[src/rtl/spq_pkg.sv]
// shared types, constants and codes for the sorted priority queue
package spq_pkg;

    // store geometry
    localparam int CAPACITY = 16;
    localparam int ADDR_W   = (CAPACITY > 1) ? $clog2(CAPACITY) : 1;
    localparam int CNT_W    = $clog2(CAPACITY + 1);

    // field widths
    localparam int DATA_W = 32;
    localparam int PRIO_W = 8;
    localparam int STAT_W = 2;
    localparam int OCC_W  = 5;

    // data word returned on an empty dequeue
    localparam logic signed [DATA_W-1:0] DATA_UNDERFLOW = -32'sd1;

    // command codes
    typedef enum logic [0:0] {
        CMD_ENQ = 1'b0,
        CMD_DEQ = 1'b1
    } spq_cmd_t;

    // status codes
    localparam logic [STAT_W-1:0] ST_OK        = 2'd0;
    localparam logic [STAT_W-1:0] ST_UNDERFLOW = 2'd1;
    localparam logic [STAT_W-1:0] ST_FULL      = 2'd2;

    // input transaction
    typedef struct packed {
        spq_cmd_t                  cmd;
        logic signed [DATA_W-1:0]  data_in;
        logic        [PRIO_W-1:0]  prio_in;
    } spq_in_t;

    // result transaction
    typedef struct packed {
        logic        [STAT_W-1:0]  status;
        logic signed [DATA_W-1:0]  data_out;
        logic        [OCC_W-1:0]   occupancy;
    } spq_out_t;

    // one stored entry
    typedef struct packed {
        logic [PRIO_W-1:0] prio;
        logic [DATA_W-1:0] data;
    } spq_entry_t;

endpackage

[src/rtl/spq_ram.sv]
// generic single write, single read ram with registered read data
module spq_ram #(
    parameter int WIDTH = 8,
    parameter int DEPTH = 16
) (
    input  logic                              aclk,
    input  logic                              we,
    input  logic [((DEPTH > 1) ? $clog2(DEPTH) : 1)-1:0] waddr,
    input  logic [WIDTH-1:0]                  wdata,
    input  logic [((DEPTH > 1) ? $clog2(DEPTH) : 1)-1:0] raddr,
    output logic [WIDTH-1:0]                  rdata
);

    logic [WIDTH-1:0] mem_reg [DEPTH];
    logic [WIDTH-1:0] rdata_reg;

    // write port and registered read port
    always_ff @(posedge aclk) begin
        if (we) begin
            mem_reg[waddr] <= wdata;
        end
        rdata_reg <= mem_reg[raddr];
    end

    assign rdata = rdata_reg;

endmodule

[src/rtl/sorted_priority_queue.sv]
// sorted priority queue: ram store kept in descending priority, one compare unit
// flow: an enqueue walks from the tail, moving lower-priority entries back one place until
//   an entry of equal or higher priority stops the scan, then writes the new entry; a dequeue
//   takes the head and moves the rest forward; a full enqueue or empty dequeue goes straight to the result
// throughput: one transaction at a time, set by the read-compare-write walk over the ram
// reset: synchronous active-low aresetn empties the queue; ram contents are not cleared
module sorted_priority_queue
    import spq_pkg::*;
(
    input  logic     aclk,
    input  logic     aresetn,
    input  logic     s_valid,
    output logic     s_ready,
    input  spq_in_t  s_item,
    output logic     m_valid,
    input  logic     m_ready,
    output spq_out_t m_item
);

    typedef enum logic [6:0] {
        S_IDLE    = 7'b0000001,
        S_ENQ_RD  = 7'b0000010,
        S_ENQ_CMP = 7'b0000100,
        S_ENQ_PUT = 7'b0001000,
        S_DEQ_RD  = 7'b0010000,
        S_DEQ_WR  = 7'b0100000,
        S_DONE    = 7'b1000000
    } state_t;

    state_t                   state_reg, state_next;
    logic [CNT_W-1:0]         count_reg, count_next;
    logic [ADDR_W-1:0]        idx_reg, idx_next;
    logic [ADDR_W-1:0]        put_addr_reg, put_addr_next;
    spq_in_t                  item_reg, item_next;
    logic [STAT_W-1:0]        res_status_reg, res_status_next;
    logic signed [DATA_W-1:0] res_data_reg, res_data_next;
    logic                     m_valid_reg, m_valid_next;
    spq_out_t                 m_item_reg, m_item_next;

    logic                     ram_we;
    logic [ADDR_W-1:0]        ram_waddr;
    spq_entry_t               ram_wdata;
    spq_entry_t               ram_rdata;

    logic                     is_full;
    logic                     is_empty;
    logic                     at_tail;

    // entry store
    spq_ram #(
        .WIDTH ($bits(spq_entry_t)),
        .DEPTH (CAPACITY)
    ) u_store (
        .aclk  (aclk),
        .we    (ram_we),
        .waddr (ram_waddr),
        .wdata (ram_wdata),
        .raddr (idx_reg),
        .rdata (ram_rdata)
    );

    assign is_full  = (count_reg == CNT_W'(CAPACITY));
    assign is_empty = (count_reg == '0);
    assign at_tail  = (CNT_W'(idx_reg) == (count_reg - CNT_W'(1)));

    // sequencer and shared compare
    always_comb begin
        state_next      = state_reg;
        count_next      = count_reg;
        idx_next        = idx_reg;
        put_addr_next   = put_addr_reg;
        item_next       = item_reg;
        res_status_next = res_status_reg;
        res_data_next   = res_data_reg;
        m_item_next     = m_item_reg;
        m_valid_next    = m_valid_reg && !m_ready;
        ram_we          = 1'b0;
        ram_waddr       = idx_reg;
        ram_wdata       = ram_rdata;

        unique case (state_reg)
            S_IDLE: begin
                if (s_valid) begin
                    item_next = s_item;
                    if (s_item.cmd == CMD_ENQ) begin
                        if (is_full) begin
                            res_status_next = ST_FULL;
                            res_data_next   = '0;
                            state_next      = S_DONE;
                        end else if (is_empty) begin
                            put_addr_next = '0;
                            state_next    = S_ENQ_PUT;
                        end else begin
                            idx_next   = ADDR_W'(count_reg - CNT_W'(1));
                            state_next = S_ENQ_RD;
                        end
                    end else begin
                        if (is_empty) begin
                            res_status_next = ST_UNDERFLOW;
                            res_data_next   = DATA_UNDERFLOW;
                            state_next      = S_DONE;
                        end else begin
                            idx_next   = '0;
                            state_next = S_DEQ_RD;
                        end
                    end
                end
            end
            S_ENQ_RD: begin
                state_next = S_ENQ_CMP;
            end
            S_ENQ_CMP: begin
                // stop behind an entry of equal or higher priority, else move it back
                if (ram_rdata.prio >= item_reg.prio_in) begin
                    put_addr_next = idx_reg + ADDR_W'(1);
                    state_next    = S_ENQ_PUT;
                end else begin
                    ram_we    = 1'b1;
                    ram_waddr = idx_reg + ADDR_W'(1);
                    if (idx_reg == '0) begin
                        put_addr_next = '0;
                        state_next    = S_ENQ_PUT;
                    end else begin
                        idx_next   = idx_reg - ADDR_W'(1);
                        state_next = S_ENQ_RD;
                    end
                end
            end
            S_ENQ_PUT: begin
                ram_we          = 1'b1;
                ram_waddr       = put_addr_reg;
                ram_wdata.prio  = item_reg.prio_in;
                ram_wdata.data  = item_reg.data_in;
                count_next      = count_reg + CNT_W'(1);
                res_status_next = ST_OK;
                res_data_next   = '0;
                state_next      = S_DONE;
            end
            S_DEQ_RD: begin
                state_next = S_DEQ_WR;
            end
            S_DEQ_WR: begin
                // head goes out, the rest moves one place forward
                if (idx_reg == '0) begin
                    res_data_next = ram_rdata.data;
                end else begin
                    ram_we    = 1'b1;
                    ram_waddr = idx_reg - ADDR_W'(1);
                end
                if (at_tail) begin
                    count_next      = count_reg - CNT_W'(1);
                    res_status_next = ST_OK;
                    state_next      = S_DONE;
                end else begin
                    idx_next   = idx_reg + ADDR_W'(1);
                    state_next = S_DEQ_RD;
                end
            end
            S_DONE: begin
                if (!m_valid_reg || m_ready) begin
                    m_item_next.status    = res_status_reg;
                    m_item_next.data_out  = res_data_reg;
                    m_item_next.occupancy = OCC_W'(count_reg);
                    m_valid_next          = 1'b1;
                    state_next            = S_IDLE;
                end
            end
            default: begin
                state_next = S_IDLE;
            end
        endcase
    end

    // control state
    always_ff @(posedge aclk) begin
        if (!aresetn) begin
            state_reg   <= S_IDLE;
            count_reg   <= '0;
            m_valid_reg <= 1'b0;
        end else begin
            state_reg   <= state_next;
            count_reg   <= count_next;
            m_valid_reg <= m_valid_next;
        end
    end

    // datapath registers
    always_ff @(posedge aclk) begin
        idx_reg        <= idx_next;
        put_addr_reg   <= put_addr_next;
        item_reg       <= item_next;
        res_status_reg <= res_status_next;
        res_data_reg   <= res_data_next;
        m_item_reg     <= m_item_next;
    end

    assign s_ready = (state_reg == S_IDLE);
    assign m_valid = m_valid_reg;
    assign m_item  = m_item_reg;

`ifndef ASSERT_OFF
    // held entries never exceed the store size
    assert property (@(posedge aclk) disable iff (!aresetn)
        count_reg <= CNT_W'(CAPACITY))
        else $error("entry count above capacity");

    // store is only written while a transaction is in progress
    assert property (@(posedge aclk) disable iff (!aresetn)
        (state_reg == S_IDLE || state_reg == S_DONE) |-> !ram_we)
        else $error("store written outside a transaction");

    // writes never land beyond one past the held entries
    assert property (@(posedge aclk) disable iff (!aresetn)
        ram_we |-> (CNT_W'(ram_waddr) <= count_reg))
        else $error("store write beyond held entries");

    // a dropped enqueue reports a full store
    assert property (@(posedge aclk) disable iff (!aresetn)
        (m_valid && m_item.status == ST_FULL) |-> (m_item.occupancy == OCC_W'(CAPACITY)))
        else $error("full status with store not full");

    // an underflow reports an empty store and the all-ones word
    assert property (@(posedge aclk) disable iff (!aresetn)
        (m_valid && m_item.status == ST_UNDERFLOW)
            |-> (m_item.occupancy == '0 && m_item.data_out == DATA_UNDERFLOW))
        else $error("underflow result malformed");
`endif

endmodule
[config.mk]
export PLATFORM = sky130hd
export DESIGN_NAME = sorted_priority_queue
export DESIGN_NICKNAME = d
export VERILOG_FILES = /design/src/rtl/spq_pkg.sv /design/src/rtl/spq_ram.sv /design/src/rtl/sorted_priority_queue.sv
export SDC_FILE = /design/constraint.sdc
export NUM_CORES = 1
export LEC_CHECK = 0
export BUFFER_PORTS_ARGS = -buffer_cell sky130_fd_sc_hd__buf_2
export CORE_UTILIZATION = 30
export CTS_CLUSTER_DIAMETER = 60
export DETAILED_ROUTE_END_ITERATION = 6
export PLACE_DENSITY_LB_ADDON = 0.3
export RECOVER_POWER = 25
export SYNTH_ARGS = -nofsm -noshare
export SYNTH_HDL_FRONTEND = slang
export SYNTH_SLANG_ARGS = --single-unit
[constraint.sdc]
create_clock -name aclk -period 18.4 [get_ports aclk]
set_clock_uncertainty 0.1 [all_clocks]
set_input_delay 2.76 -clock aclk [delete_from_list [all_inputs] [get_ports aclk]]
set_output_delay 2.76 -clock aclk [all_outputs]
set_load 0.05 [all_outputs]
[Word-level counts from Yosys, hierarchy flattened]
Memories as Yosys holds them, arrays and structs flattened. A register that Yosys moved wholly into a read port is not among the register bits.
Cells that the tools add are included.
Word-level totals
  register bits: 134
  logic and storage cells: 109
  output and inout bits: 41
  memories: 1
  memory bits (writable): 640
  bits of input ports: 45
Memory list
  u_store.mem_reg: depth 16, width 40, rd ports 1, clocked after Yosys merged registers in 1, write ports 1, line spq_ram.sv:14  | logic [WIDTH-1:0] mem_reg [DEPTH];
Cells by class
  reductions and logical operators: 18
  add/subtract/negate cells: 4
  magnitude comparators: 1
  eq/ne operators: 23
  muxes and demuxes: 50
Operator list (count)
  2-to-1 mux 32 bit: 5
  one-hot mux 32 bit (3 select lines): 1
  2-to-1 mux 4 bit: 18
  one-hot mux 7 bit (7 select lines): 1
  2-to-1 mux 7 bit: 6
  2-to-1 mux 40 bit: 1
  one-hot mux 4 bit (3 select lines): 2
  inequality test 2 bit, second input constant: 9
  AND reduction 6 bit: 2
  2-to-1 mux 2 bit: 5
  one-hot mux 5 bit (2 select lines): 1
  AND reduction 5 bit: 2
  greater-or-equal comparator 8 bit: 1
  one-hot mux 4 bit (2 select lines): 1
  AND reduction 2 bit: 4
  == test 7 x 1 -> 1 bit, second input constant: 1
  == test 7 x 2 -> 1 bit, second input constant: 1
  == test 7 x 3 -> 1 bit, second input constant: 1
  == test 7 x 4 -> 1 bit, second input constant: 1
  == test 7 x 5 -> 1 bit, second input constant: 1
  == test 7 x 6 -> 1 bit, second input constant: 1
  == test 7 bit, second input constant: 1
  2-to-1 mux 1 bit: 6
  inequality test 3 bit, second input constant: 2
  19 further kinds: 22

[Depth between registers and ports, before layout]
  depth in word-level cells: 6
  gate-level depth with buffers: 12

[Modules after synthesis]
Synthesis repeated with hierarchy kept, for this count alone.
Unflattened totals
  cells, all modules: 1464
  area total of the unflattened synthesis: 31177.4 um2
Modules (own cells, without submodules)
  spq_ram: times used 1, area an instance 25131.6 um2, cells each 1040
  sorted_priority_queue: times used 1, area an instance 6045.8 um2, cells each 424

[Least setup slack after synthesis]
No wires, ideal clock.
  path type: flip-flop to flip-flop
  start: reg idx_reg[0]
  end: mem u_store.mem_reg[2][0] in the netlist's numbering, enable pin
  arrival: 6.266 ns
  required time: 17.763 ns
  stages on the path, launching flop included: 12
  period minus slack after synthesis: 6.903 ns
  slack: 11.497 ns
  buffers on the path: 4
  cell sequence: edfxtp_1 -> clkbuf_1 -> buf_2 -> buf_2 -> inv_1 -> ha_1 -> or3b_1 -> clkbuf_1 -> a211o_1 -> a21boi_0 -> a211oi_2 -> nor4_1
Between the ends
  longest elaborated chain between the ends: 5
Ends and longest elaborated chain
  from (decl): line sorted_priority_queue.sv:32  | logic [ADDR_W-1:0] idx_reg, idx_next;
  from (signal assigned): line sorted_priority_queue.sv:189  | idx_reg <= idx_next;
  parallel branches: the longest is 5 deep, another holds subtractor 4 x 1 -> 4 bit
  to (decl): line spq_ram.sv:14
Several ways; the timed one is not identified.

[Worst setup path in the final report]
  start: reg idx_reg[3]
  end: mem u_store.mem_reg[0][5] in the netlist's numbering, enable pin
The elaborated chain is that of the path after synthesis.

==> flow_summary_export.csv <==
group,metric,value,unit
global_routing,grt_pass1_vias,14800,
worst_setup_path,regToRegSetupSlack,11.06,ns
synth,mappedNetlistArea,0.0310,mm^2
synth,synth_top_family_by_area,"multiplexers",
status,violations,"max-capacitance violations, max-slew violations",
global_routing,grt_pass1_wl,103000,um
worst_setup_path,startpoint,"idx_reg[3]",
worst_setup_path,critPathBufInv,2,
final_layout,drive_gt1_share,30.4,%
die,rows,117,
power,leakage,11.5,nW
route,post_drt_wl_per_cell,24.1,um
route,dr.pass1.iters,6,
timing,slew_viol_final,166,
timing,fmax,136,MHz
run,max_cap_violations,5,
final_layout,final_area,0.0360,mm^2
worst_setup_path,critPathSlowestCell,"clkbuf_1",
synth,synthArstFlopShare,0,%
synth,yosysWarnings,0,
die,dieArea,0.105,mm^2
final_layout,regArea,0.0239,mm^2
timing,relSlewSlack,-184,%
clock_network,clkTransAtPathRegs,0.06,ns
clock_network,cts_max_level,3,
power,irDropWorstVdd,0.0000586,V
route,wirelength,71200,um
power,p_per_area,107,mW/mm^2
final_layout,fin_util,35.3,%
clock_network,cts_root_buffer,"clkbuf_16",
worst_setup_path,crit_cells,8,
worst_setup_path,timing.rr.end,"u_store.mem_reg[0][5]",
global_routing,gr-total-overflow,0,
die,start_util,30.4,%
final_layout,multiInputGateArea,0.00677,mm^2
synth,seq_area_frac_synth,77.2,%
global_routing,use_met2,22.0,%
synth,ys_ff_latch,814,
placement,hpwl,36200,um
timing,hold_viol_final,0,
timing,final.min_clock_period,7.34,ns
global_routing,grt_util_met1,19.5,%
worst_setup_path,worstReg2RegStart,"idx_reg[3]",
synth,synth_compound_area_share,2.58,%
clock_network,cts-resized-gates,0,
synth,synthSimpleGateAreaFrac,2.07,%
placement,dp_slack,13.32,ns
clock_network,postCtsHoldBufs,0,
route,vias,14200,
worst_setup_path,path_delay_family,"buffers and inverters",
die,io_pins,86,
timing,min_period_over_period,39.9,%
placement,numPortBuffers,85,
synth,synth_cells,1381,
final_layout,final_nets,1577,
power,p_total,3.87,mW
worst_setup_path,rr_worst_depth,8,
timing,rsz0062_at_grt,"false",
global_routing,gr-usage-met3,2.30,%
global_routing,grt_start_max_net_pins,124,
synth,yosysUniqueCellTypes,72,
clock_network,post_cts_buffers,0,
clock_network,cts_buffers,87,
worst_setup_path,crit_arrival,7.49,ns
clock_network,cts.sinks,814,
worst_setup_path,cp_max_fo,39,
placement,placed_area,0.0332,mm^2
final_layout,areaGrowthSynthToFinish,16.2,%
synth,synth_edf_count,761,
worst_setup_path,crit_path_end,"u_store.mem_reg[0][5]",
clock_network,clock_path_buffers,3,
worst_setup_path,start_kind,"flip-flop",
synth,synth_xor_area_share,0.270,%
clock_network,clock_latency,0.62,ns
die,core,0.102,mm^2
global_routing,antenna_found_initial,0,
global_routing,gr-usage-all-layers,13.8,%
synth,ys.flop_type,"edfxtp_1",
clock_network,cts_tree,"yes",
synth,synth-adder-area-share,0.525,%
status,status,"finished, violations left",
final_layout,diodes,0,
final_layout,fillers,9366,
route,dr.first_iter.drc_count,1249,
final_layout,largest_reg_flops,640,
synth,synth.mux.area_fraction,16.1,%
placement,place.gp.congestion,0.786,
timing,worst_slew_pin_slew,4.26,ns
timing,postLayoutSetupSlackWorst,11.06,ns
timing,setup_viol_count_final,0,
die,chipWidth,323,um
global_routing,top_usage_layer,"met2",
synth,synth_area_per_cell,22.4,um^2
timing,fin_setup_tns,0,ns
worst_setup_path,critPathMaxStageDelay,2.84,ns
min_path,min_path_type,"flip-flop to flip-flop",
route,antenna_left,0,
die,die_y,323,um
worst_setup_path,path_class,"flip-flop to flip-flop",
route,drcViolationCount,0,
worst_setup_path,worstPathRequired,18.55,ns
worst_setup_path,critical_path.cell_chain,"clkbuf_1 > nor3b_1 > a22o_1 > a21oi_1 > o21ai_1 > o21a_1 > nor4_4 > buf_4",
synth,synth_nets,1439,
worst_setup_path,worstSetupEndpointType,"flip-flop",
route,vias_per_cell,4.78,
cells by family (layout without fill, tap and decap cells):
group | count (synthesis) | after routing
flops | 814 | 814
mux | 243 | 243
simple gates | 112 | 112
compound gates | 105 | 105
buf+inv | 86 | 295
fa+ha+maj | 13 | 13
xor+xnor | 8 | 8
per-layer routing:
layer	vias up	part of all wire (%)
met5	-	0
li1	6092	-
met3	102	4.5
met4	0	2.0
met2	335	48
met1	7623	45
Yosys cell counts, types with 3 or more instances:
cell,instances,share of area [%]
a21oi_1,10,0.16
a21o_1,32,0.78
a211o_1,3,0.085
nand4_1,3,0.061
ha_1,13,0.52
buf_1,11,0.13
mux2_2,41,1.5
o31ai_1,3,0.073
and2_1,6,0.12
o21ai_1,4,0.065
o21a_1,8,0.19
nor2_1,21,0.25
inv_1,15,0.18
dfxtp_1,53,3.4
nor3_1,19,0.31
and3b_1,3,0.085
xor2_1,4,0.11
nor4_1,5,0.10
a31oi_1,3,0.061
buf_6,7,0.25
nor2b_1,5,0.10
buf_2,23,0.37
nor3_2,3,0.097
o21ai_0,12,0.19
clkbuf_1,28,0.34
nand3_1,7,0.11
edfxtp_1,761,74
a21boi_0,4,0.097
nand2b_1,6,0.12
mux4_2,200,15
xnor2_1,3,0.085
nand2_1,17,0.21
final cells by class:
class	count	area share, %
clock buffer	120	6.73
clock inverter	40	1.27
inverter	16	0.167
multi-input combinational	481	18.8
sequential	814	66.4
tap	1368	4.75
timing repair buffer	119	1.85
power breakdown:
part,switching [mW],total [mW],internal [mW]
clock,0.710,1.75,1.04
combinational,0.0532,0.0755,0.0223
sequential,0.00928,2.04,2.03
total,0.773,3.87,3.09
stage by stage:
step | hold WS, ns | std cells
final | 0.318 | 2958
after global routing | 0.321 | 2958
after CTS | 0.319 | 2958
after detailed placement | 0.305 | 2798
after global placement | 0.300 | 2798
after floorplan | 0.300 | 1381
worst min-delay path by stage:
stage	slack, ns	depth (start not counted)	to	from
6_report	0.32	0	m_item[14]	res_data_reg[9]
5_1_grt	0.32	0	m_item[14]	res_data_reg[9]
4_1_cts	0.32	0	m_item[35]	res_data_reg[30]
3_5_place_dp	0.31	0	m_item[14]	res_data_reg[9]
3_3_place_gp	0.30	0	m_item[29]	res_data_reg[24]
2_1_floorplan	0.30	0	m_item[10]	res_data_reg[5]
cells in the final DEF, fill, tap and decap left out, types with 7 or more instances in the layout:
cell,instances
buf_4,27
nor3_2,13
nand2_1,17
clkbuf_1,44
nor3_1,7
ha_1,13
a21oi_1,9
mux2_2,17
clkinv_2,16
nand3_1,7
buf_2,69
a21o_1,32
edfxtp_1,761
clkbuf_16,89
inv_1,14
dfxtp_1,53
bufinv_16,8
o21ai_0,13
nor2_1,21
clkbuf_8,8
mux4_2,200
mux2_1,24
o21a_1,8
Power figures use the tool's default switching activity.
